## config.mk

```make
export PLATFORM = sky130hd
export DESIGN_NAME = sssp_ram
export DESIGN_NICKNAME = d
export VERILOG_FILES = /design/src/rtl/core/single_source_shortest_paths_top_assert.svh /design/src/rtl/core/sssp_ram.sv
export SDC_FILE = /design/constraint.sdc
export NUM_CORES = 2
export LEC_CHECK = 0
export CAP_MARGIN = 20
export CORE_MARGIN = 2
export CORE_UTILIZATION = 35
export DETAILED_ROUTE_END_ITERATION = 6
export DONT_BUFFER_PORTS = 1
export GPL_ROUTABILITY_DRIVEN = 0
export REMOVE_ABC_BUFFERS = 1
export SYNTH_ARGS = -nofsm -noshare
export SYNTH_HDL_FRONTEND = slang
export SYNTH_SLANG_ARGS = --single-unit
```

## constraint.sdc

```tcl
create_clock -name clock -period 2.8 [get_ports clock]
set_input_delay 0.42 -clock clock [delete_from_list [all_inputs] [get_ports clock]]
set_output_delay 0.42 -clock clock [all_outputs]
set_load 0.1 [all_outputs]
```

## src/rtl/core/single_source_shortest_paths_top_assert.svh

```systemverilog
// assertion macros for the shortest path block
// used by the top level, no other dependencies
`ifndef SINGLE_SOURCE_SHORTEST_PATHS_TOP_ASSERT_SVH
`define SINGLE_SOURCE_SHORTEST_PATHS_TOP_ASSERT_SVH

// consequence holds in the same cycle
`define SSSP_ASSERT_SAME(label, clk, rst, ante, cons, msg) \
   label: assert property (@(posedge clk) disable iff (rst) (ante) |-> (cons)) \
      else $error(msg);

// consequence holds in the next cycle
`define SSSP_ASSERT_NEXT(label, clk, rst, ante, cons, msg) \
   label: assert property (@(posedge clk) disable iff (rst) (ante) |=> (cons)) \
      else $error(msg);

`endif

```

## src/rtl/core/sssp_ram.sv

```systemverilog
// generic single write port ram with registered read
// no dependencies
`timescale 1ns / 1ps

module sssp_ram #(
   parameter int WIDTH = 16,
   parameter int DEPTH = 256
) (
   input  logic                     clock,
   input  logic                     we,
   input  logic [$clog2(DEPTH)-1:0] waddr,
   input  logic [WIDTH-1:0]         wdata,
   input  logic [$clog2(DEPTH)-1:0] raddr,
   output logic [WIDTH-1:0]         rdata
);

   logic [WIDTH-1:0] mem [DEPTH];

   // write and registered read
   always_ff @(posedge clock) begin
      if (we) begin
         mem[waddr] <= wdata;
      end
      rdata <= mem[raddr];
   end

endmodule

```

Word-level counts from Yosys, hierarchy flattened:

Memories as Yosys holds them, arrays and structs flattened. A register that Yosys moved wholly into a read port is not among the register bits.
Index checks and enable logic that the tools add are counted.

* flip-flop bits (word level): 0
* latch bits: 0
* memories kept: 1
* memory bits (writable): 4096
* bits in read-only memories: 0

* mux-type cells: 2
* multiply operators: 0
* reductions and logical operators: 0
* magnitude comparators: 0
* bitwise gates (word level): 0
* shifts and indexed selects: 0
* divide/modulo/power cells: 0
* $add $sub $neg: 0
* equal/unequal tests: 0

Memory list
* mem: depth 256, width 16, read ports 1, clocked after Yosys merged registers in 1, wr ports 1, RTL line sssp_ram.sv:17 `logic [WIDTH-1:0] mem [DEPTH];`

Operators by type and width (count)
* two-way mux 1 bit: 2

Logic depth before layout (Yosys ltp):

* word-level depth: 2
* depth in mapped cells: 12

Least setup slack after synthesis:

OpenSTA, ideal clock, no wires.

* path kind: input to register
* from: input port waddr[3]
* to: memory mem[235][0], enable pin
* stages on the path: 6
* library setup time: 388 ps
* path slack: 215 ps
* data required time: 2412 ps
* arrival time: 2197 ps
* buffers on the path: 3
* cells stage by stage: clkbuf_1 > nor2b_1 > clkbuf_1 > nand4_1 > clkbuf_1 > nor2_1

RTL lines
* from (decl): RTL line sssp_ram.sv:11 `input logic [$clog2(DEPTH)-1:0] waddr,`
* to (decl): RTL line sssp_ram.sv:17

No word-level cell before the write port.

==> impl_metrics.ini <==
[run_status]
outcome = complete, but fails checks
violations = negative hold slack, max-slew violations, negative setup slack

[die]
initial_core_util_pct = 35.1
die_area_sq_um = 459000
row_count = 247
die_h_um = 677
ioPinCount = 50
coreArea_sq_um = 452000
dieWidth_um = 677

[critical_path]
crit_slowest_cell = o31ai_2
critPathMaxStageDelay_ns = 0.46
path_common_cell = buf_16
end_kind = flop
crit_path_cell_trace = buf_16 > buf_16 > buf_16 > or2_4 > buf_12 > buf_4 > o221ai_1 > a21oi_1 > o31ai_2 > o32ai_1 > buf_4 > nor4_1
cpLargestDelayFamily = buffers and inverters
arrival_ns = 3.83
start_kind = primary input
crit_type = primary input to flop
worst_ep_required_time_ns = 3.66
worstPathMaxFanout = 125
worst-path-buf-inv = 6

[layout]
multi_input_area_sq_um = 33300
final_core_util_pct = 40.9
final_cells = 14400
drive_gt1_share_pct = 28.5
final_area_sq_um = 185000
fillers = 38900
register_area_sq_um = 123000
areaGrowthSynthToFinish_pct = 16.6
nNetsFinal = 8115

[drt]
first_pass_iters = 6
ant_nets = 0
viasPerCell = 5.54
drtIter0Drc = 10100
drc = 0
vias = 79900
routed_wl_um = 439000
route.detailed.wl_per_inst_um = 30.4

[place]
place_area_sq_um = 170000
placedCellCount = 13600
dp_slack_ns = -3.51
dpl.hpwl_um = 231000
port_buffers = 0

[job]
cap_violations = 0

[synthesis]
synthTopCellsByCount = edfxtp_1 (4,096), mux4_2 (797), mux2i_1 (565)
syn-cell-area_sq_um = 159000
synth.most_common_cell = edfxtp_1
synth_flop_cell = edfxtp_1
synth.area.top_cells = edfxtp_1 (77%), mux4_2 (11%), mux2i_1 (3.6%)
synth_area_per_cell_sq_um = 21.6
yosysTopAreaCellShare_pct = 77.5
yosysUniqueCellTypes = 52
yosys_warnings = 0
ys_seq_elements = 4112
synthCells = 7360
synth_async_sr_flop_share_pct = 0
yosys.area.top_type = edfxtp_1
yosysSeqAreaShare_pct = 77.7
synth_edf_count = 4096

[clocking]
h-tree-depth = 5
worstSkewPairLatency_ns = 1.00
cts_sinks = 4112
cts_root_buf = clkbuf_16
cts_max_path_buffers = 4
clkTransAtPathRegs_ns = 0.06
cts-buffers-inserted = 392
tritoncts = yes

[global_routing]
grt_max_degree = 257
grt_pass1_vias = 79600
grt_pass1_wl_um = 604000
antenna_found_initial = 29
grt-ovfl-total = 0
grt_use_total_pct = 18.2

[timing]
timing_hold_violations_final = 503
max_freq_mhz = 337
relSlewSlack_pct = -11.1
slew_violations = 68
hold_ws_ns = -0.393
fin_skew_ns = 0.0884
min_period_ns = 2.97
tightest_slew_ns = 1.67
setup_viol = 14
worst_slack_ns = -0.169
fin_tns_setup_ns = -1.01
post-route-period-util_pct = 106

[worst_hold_path]
hp-class = primary input to flop

[pwr]
p_leak_nw = 58.6
irDropWorstVdd_mv = 0.547
p_per_area_nw_per_um2 = 688
power_mw = 127
-- layout make-up --
type                            count  share of cell area, %
Tap cell                         5976                   4.04
Multi-Input combinational cell   2792                   18.0
Clock buffer                      469                   5.53
Inverter                            4                 0.0149
Clock inverter                    258                   1.38
Timing Repair Buffer              779                   4.34
Sequential cell                  4112                   66.7
Antenna cell                       16                 0.0216
-- worst paths after layout --
path                            slack (ns)                    end                  start  depth (start not counted)
worst max-delay path                 -0.17      rdata[14]$_DFF_P_               raddr[1]                         12
worst max register to register        0.06       rdata[6]$_DFF_P_   mem[58][6]$_DFFE_PP_                          6
worst min-delay path                 -0.39  mem[226][2]$_DFFE_PP_               wdata[2]                          0
worst min register to register        1.01       rdata[8]$_DFF_P_  mem[104][8]$_DFFE_PP_                          6
-- cells in the final DEF (no fill, tap or decap), drive strengths merged, types with 35 or more instances in the layout --
cell type	netlist	final
edfxtp	4096	4096
mux4	797	797
buf	222	740
mux2i	565	565
clkbuf	230	470
nor2	304	304
o221ai	253	253
clkinv	0	190
a21oi	175	175
o22ai	148	148
nor3	92	92
mux2	88	88
a22oi	43	43
nand2	38	38
o21ai	38	38
nand3	35	35
-- routing by layer --
metal	track usage [%]	up-vias	routed length, um
li1	-	32800	-
met1	24.2	42600	170000
met2	29.5	3854	211000
met3	3.87	632	40700
met4	6.63	4	17300
met5	0	-	60
-- flip-flops by register name, summed over array words and instances, names as in the netlist --
name	count
mem	4096
rdata	16
-- what timing repair did --
| item | 4_1_cts | 5_1_grt |
|---|---|---|
| pin swaps | 2 | 0 |
| buffers inserted | 3 | 4 |
| setup endpoints to repair | 16 | 14 |
| endpoints found under the hold margin | 3954 | 2421 |
| gates resized for setup | 22 | 11 |
| hold buffers | 13 | 33 |
| gates cloned | 23 | 1 |
-- cell families after synthesis --
group	Yosys count	synth area share [%]
flops	4112	77.7
mux	1450	15.5
compound gates	786	3.54
simple gates	556	1.57
buf+inv	456	1.69
-- where the power goes --
part | internal (mW) | switching, mW | leakage (nW)
clock | 29.4 | 23.3 | 6.19
sequential | 67.9 | 0.0901 | 36.9
combinational | 2.61 | 4.10 | 15.4
-- worst register-to-register path, stage by stage, from the launching register on --
cell and delay [ns]:
edfxtp_1 0.37, mux4_2 0.53, mux4_2 0.49, a22o_1 0.35, o32ai_1 0.63, buf_12 0.21, nor4_1 0.05
(Power assumes the default switching activity.)
