File: src/rtl/core/single_source_shortest_paths_top_assert.svh
// assertion macros for the shortest path block
// used by the top level, no other dependencies
`ifndef SINGLE_SOURCE_SHORTEST_PATHS_TOP_ASSERT_SVH
`define SINGLE_SOURCE_SHORTEST_PATHS_TOP_ASSERT_SVH

// consequence holds in the same cycle
`define SSSP_ASSERT_SAME(label, clk, rst, ante, cons, msg) \
   label: assert property (@(posedge clk) disable iff (rst) (ante) |-> (cons)) \
      else $error(msg);

// consequence holds in the next cycle
`define SSSP_ASSERT_NEXT(label, clk, rst, ante, cons, msg) \
   label: assert property (@(posedge clk) disable iff (rst) (ante) |=> (cons)) \
      else $error(msg);

`endif

File: src/rtl/core/sssp_pkg.sv
// shared types and constants of the shortest path block
// no dependencies
`timescale 1ns / 1ps

package sssp_pkg;

   localparam int DIST_BITS = 21;
   localparam int VTX_BITS  = 4;
   localparam logic signed [DIST_BITS-1:0] DIST_MAX = 21'sd1048575;
   localparam logic signed [DIST_BITS-1:0] DIST_MIN = -21'sd1048576;

   // configuration register indexes
   localparam int CSR_IDX_BITS = 1;
   localparam logic [CSR_IDX_BITS-1:0] CSR_VERTEX_COUNT = 1'b0;
   localparam logic [CSR_IDX_BITS-1:0] CSR_START_VERTEX = 1'b1;

   // contents of one vertex cell
   typedef struct packed {
      logic signed [DIST_BITS-1:0] path_dist;
      logic                        known;
      logic [VTX_BITS-1:0]         pred;
      logic                        pred_valid;
   } entry_type;

   // control broadcast to every cell
   typedef struct packed {
      logic                        init;
      logic                        src_ok;
      logic [VTX_BITS-1:0]         src;
      logic                        shift;
      logic                        relax;
      logic [VTX_BITS-1:0]         to;
      logic [VTX_BITS-1:0]         from;
      logic signed [DIST_BITS-1:0] cand;
   } cell_ctl_type;

endpackage

File: src/rtl/core/sssp_cell.sv
// one vertex cell: distance, reached flag and predecessor of one vertex
// depends on sssp_pkg
`timescale 1ns / 1ps

module sssp_cell
   import sssp_pkg::*;
#(
   parameter int INDEX = 0
) (
   input  logic         clock,
   input  logic         reset,
   input  cell_ctl_type ctl,
   input  entry_type    shift_in,
   output entry_type    entry
);

   entry_type entry_ff;
   logic      hit;

   // relax applies when this cell is the target and is unreached or the candidate improves
   assign hit = ctl.relax && (ctl.to == VTX_BITS'(INDEX)) &&
                (!entry_ff.known || (ctl.cand < entry_ff.path_dist));

   always_ff @(posedge clock) begin
      if (reset) begin
         entry_ff <= '0;
      end else if (ctl.init) begin
         entry_ff.path_dist  <= '0;
         entry_ff.known      <= ctl.src_ok && (ctl.src == VTX_BITS'(INDEX));
         entry_ff.pred       <= '0;
         entry_ff.pred_valid <= 1'b0;
      end else if (ctl.shift) begin
         entry_ff <= shift_in;
      end else if (hit) begin
         entry_ff.path_dist  <= ctl.cand;
         entry_ff.known      <= 1'b1;
         entry_ff.pred       <= ctl.from;
         entry_ff.pred_valid <= 1'b1;
      end
   end

   assign entry = entry_ff;

endmodule

File: config.mk
export PLATFORM = sky130hd
export DESIGN_NAME = sssp_cell
export DESIGN_NICKNAME = d
export VERILOG_FILES = /design/src/rtl/core/single_source_shortest_paths_top_assert.svh /design/src/rtl/core/sssp_pkg.sv /design/src/rtl/core/sssp_cell.sv
export SDC_FILE = /design/constraint.sdc
export NUM_CORES = 1
export LEC_CHECK = 0
export ABC_AREA = 1
export BUFFER_PORTS_ARGS = -buffer_cell sky130_fd_sc_hd__buf_4
export CAP_MARGIN = 20
export CORE_MARGIN = 2
export CORE_UTILIZATION = 50
export CTS_CLUSTER_SIZE = 25
export DETAILED_ROUTE_END_ITERATION = 16
export PLACE_DENSITY = 0.88
export SYNTH_ARGS = -nofsm -noshare
export SYNTH_HDL_FRONTEND = slang
export SYNTH_SLANG_ARGS = --single-unit
File: constraint.sdc
create_clock -name clock -period 3.87 [get_ports clock]
set_clock_uncertainty 0.15 [all_clocks]
set_input_delay 0.774 -clock clock [delete_from_list [all_inputs] [get_ports clock]]
set_output_delay 0.774 -clock clock [all_outputs]
set_load 0.005 [all_outputs]
======== Word-level counts from Yosys, hierarchy flattened ========
Index checks and enable logic that the tools add are counted.
Widths: inputs -> output; s select.
word-level totals
  input bits .............................. 66
  flip-flop bits (word level) ............. 27
  output and inout bits ................... 27
  word-level logic and storage cells ...... 18
cells by class
  multiplexer cells ....................... 3
  $lt $le $gt $ge ......................... 1
  reductions and logical operators ........ 10
operator list
  kind               count
  $mux 27            2
  $lt 21x21->1       1
  $logic_not 4->1    2
  $mux 6             1
  $logic_and 1x1->1  3
  $reduce_bool 3->1  1
  $reduce_bool 2->1  1
  $reduce_or 2->1    1
  $logic_not 1->1    1
  $logic_or 1x1->1   1

======== Longest topological paths before layout ========
  depth after elaboration ................. 6
  gate-level depth with buffers ........... 18

======== Least setup slack after synthesis ========
OpenSTA, ideal clock, no wires.
  kind .................................... input port to flip-flop
  from .................................... in ctl[20] in the netlist's numbering
  to ...................................... reg entry_ff, in the netlist entry[10]
  data required time ...................... 3.607 ns
  stages .................................. 13
  setup slack ............................. 1.498 ns
  path buffers ............................ 1
  data arrival time ....................... 2.109 ns
  cell sequence ........................... ha_1 -> nand2_1 -> nor2_2 -> nand2_1 -> nor2_1 -> nand2_1 -> nand4_1 -> nand3_1 -> nand2_2 -> nand2_4 -> buf_4 -> nor2_1 -> nor2_1
on the way
  longest elaborated chain between the ends .. 4
RTL lines
  item                         RTL line         source
  start, declared              sssp_cell.sv:12  input cell_ctl_type ctl,
  $lt 21x21->1                 sssp_cell.sv:22  (!entry_ff.known || (ctl.cand < entry_ff.path_dist));
  $logic_or 1x1->1             sssp_cell.sv:22
  $logic_and 1x1->1            sssp_cell.sv:21  assign hit = ctl.relax && (ctl.to == VTX_BITS'(INDEX)) &&
  $reduce_bool 2->1 (no line)  n/a
  end signal, assigned         sssp_cell.sv:33  entry_ff <= shift_in;
  end, declared                sssp_cell.sv:17  entry_type entry_ff;
Every way passes these cells.
A chain may end at the register's enable or synchronous reset.

======== Worst setup path after layout ========
  from .................................... in ctl[20] in the netlist's numbering
  to ...................................... reg entry_ff, in the netlist entry[1]
The elaborated chain is that of the path after synthesis.

==> results.cfg <==
[clocking]
cts_hold_buf = 0
cts-resized-gates = 0
cts_tree = done
cts.path.max_buffers = 2
clk_pin_slew_ps = 90
cts.sinks = 27
clock_latency_ps = 270
postCtsSetupRepairBufs = 0
numCtsBuffers = 3
htreeDepth = 1
cts_root_buf = clkbuf_8

[critical_path]
critPathSlowestCell = nand2_4
cp.required_ps = 3890
path_common_cell = nand2_1
startpoint_type = input port
cp-end-kind = register
reg2reg_depth = 15
arrival_ps = 2620
crit_type = in -> reg
worstPathCellList = buf_4 -> ha_1 -> nand2_1 -> nor2_2 -> nand2_1 -> nor2_1 -> nand2_1 -> nand3_1 -> nand2_1 -> nand3_1 -> nand2_2 -> nand2_4 -> nand2_1 -> nand2_1 -> nor2_1
worst_path_largest_cell_delay_ps = 390
path_max_fanout = 50

[floorplan]
row_count = 22
io_pins = 93
start_util = 0.525
die_x_um = 66.2
core_area_um2 = 3690
dieHeight_um = 66.2
die_area_um2 = 4390

[final_layout]
fin_nets = 465
n_antenna_cell = 0
fillerInstances = 322
drive_gt1_frac = 0.267
final_util = 0.725
largest_reg_flops = 27
area_growth_syn_to_layout_pct = 38.1

[detailed_routing]
viasPerCell = 4.75
antenna_left = 0
drt_wl_total_um = 4430
dr.first_iter.drc_count = 101
routedWlPerCell_um = 10.4
firstDrtPassIters = 4
route.detailed.drc = 0
num_vias = 2022

[place]
io_buffers = 92
routabilityCongestion = 0.838
hpwl_um = 3520

[grt]
busiest_layer = met2
antenna_found_initial = 0
met1_usage = 0.235
grt_max_degree = 51
gr-usage-met3 = 0.0392
overflow = 0
met2_usage = 0.403
track_usage = 0.210
grt_pass1_wl_um = 7420
grt_pass1_vias = 1914

[logic_synthesis]
synth-edff-count = 0
synthArstFlopShare = 0
synth.avg_cell_area_um2 = 6.65
synthTopCellsByArea = dfxtp_1 28%, nand2_1 17%, ha_1 13%, mux2i_1 12%, nor2_1 12%
netlist_top_cells_count = 87 x nand2_1, 61 x nor2_1, 39 x inv_1, 27 x dfxtp_1, 24 x mux2i_1
seq_area_frac_synth = 0.279
yosysTopAreaCellShare = 0.279
synth.distinct_cells = 22
ys.flop_type = dfxtp_1
syn_area_um2 = 1940
syn_nets = 377
ys_ff_latch = 27
synth_area_leader_cell = dfxtp_1
synthCells = 291
yosysMostFrequentCell = nand2_1
ys_warn_count = 0

[timing]
fin_crit_ps = 2600
setup_viol = 0
final.setup.tns_ps = 0
fmax_mhz = 384
worstMarginPinSlew_ps = 545
rsz0062_at_grt = false
slew_violations = 0
slew-limit-headroom = 0.636
finalCritPeriodShare = 0.672
hold_viol_final = 0

[min_path]
holdPathStages = 2
hold_class = reg -> reg

[pwr]
leakage_nw = 1.46
power.density_cell_area_nw_per_um2 = 246
vdd_drop_max_v = 0.000143

[run_status]
status = finished clean

[run]
cap_violations = 0
-- cell type report --
cell class	count	area, µm²	area share
clock buffer	4	45.0	0.0169
inverter	39	146	0.0548
multi-input combinational	215	1180	0.442
sequential	27	541	0.202
tap	48	60.1	0.0225
timing repair buffer	93	698	0.261
-- per-layer routing --
layer  vias up  part of all wire
met5         -                 0
met4         0             0.012
met3         6             0.072
met2        69              0.48
met1       875              0.44
li1       1072                 -
-- worst max-delay path: cells and delay by family --
kind,cells,cell delay (ps)
simple gates,13,1410
fa+ha+maj,1,320
buf+inv,1,120
-- layout by cell type, fill, tap and decap left out, types with 2 or more instances in the layout --
master    Yosys  layout
nand4_1       2       2
nor2_2        1       2
mux2i_1      24      24
buf_4         2      93
nand2_1      87      87
nand3_1       5       5
a21oi_1       5       5
inv_1        39      39
nor2_1       61      60
ha_1         20      20
dfxtp_1      27      27
clkbuf_8      0       3
o21ai_0       3       3
-- logic make-up after synthesis --
logic type | after synthesis | synth area share
buffers and inverters | 49 | 0.111
adders and majority gates | 20 | 0.129
DFF | 27 | 0.279
AOI/OAI and AO/OA | 11 | 0.0317
and+or+nand+nor | 160 | 0.324
muxes | 24 | 0.124
-- report_power, final --
| part | internal, mW | leakage (nW) | switching (mW) | total, mW |
|---|---|---|---|---|
| Sequential | 0.291 | 0.221 | 0.00929 | 0.300 |
| Clock | 0.0737 | 0.0228 | 0.0839 | 0.158 |
| Combinational | 0.107 | 1.22 | 0.0931 | 0.200 |
| Total | 0.471 | 1.46 | 0.186 | 0.658 |
-- path summary, 6_finish.rpt --
kind / startpoint / to / slack (ps)
worst min register to register: entry[0] / entry[0] / 320
worst min-delay path: entry[0] / entry[0] / 320
worst max-delay path: ctl[20] / entry[1] / 1270
worst max register to register: entry[26] / entry[1] / 1470
-- stage by stage --
stage / setup WS (ps) / area (µm²) / power, mW / std cells / hold WS (ps)
6_report: 1270 / 2670 / 0.658 / 426 / 323
5_1_grt: 978 / 2670 / 0.701 / 426 / 366
4_1_cts: 1260 / 2670 / 0.663 / 426 / 329
3_5_place_dp: 968 / 2630 / 0.508 / 422 / 302
3_3_place_gp: 1080 / 2630 / 0.500 / 422 / 298
2_1_floorplan: 1500 / 1940 / 0.417 / 291 / 301
(Power assumes the default switching activity.)
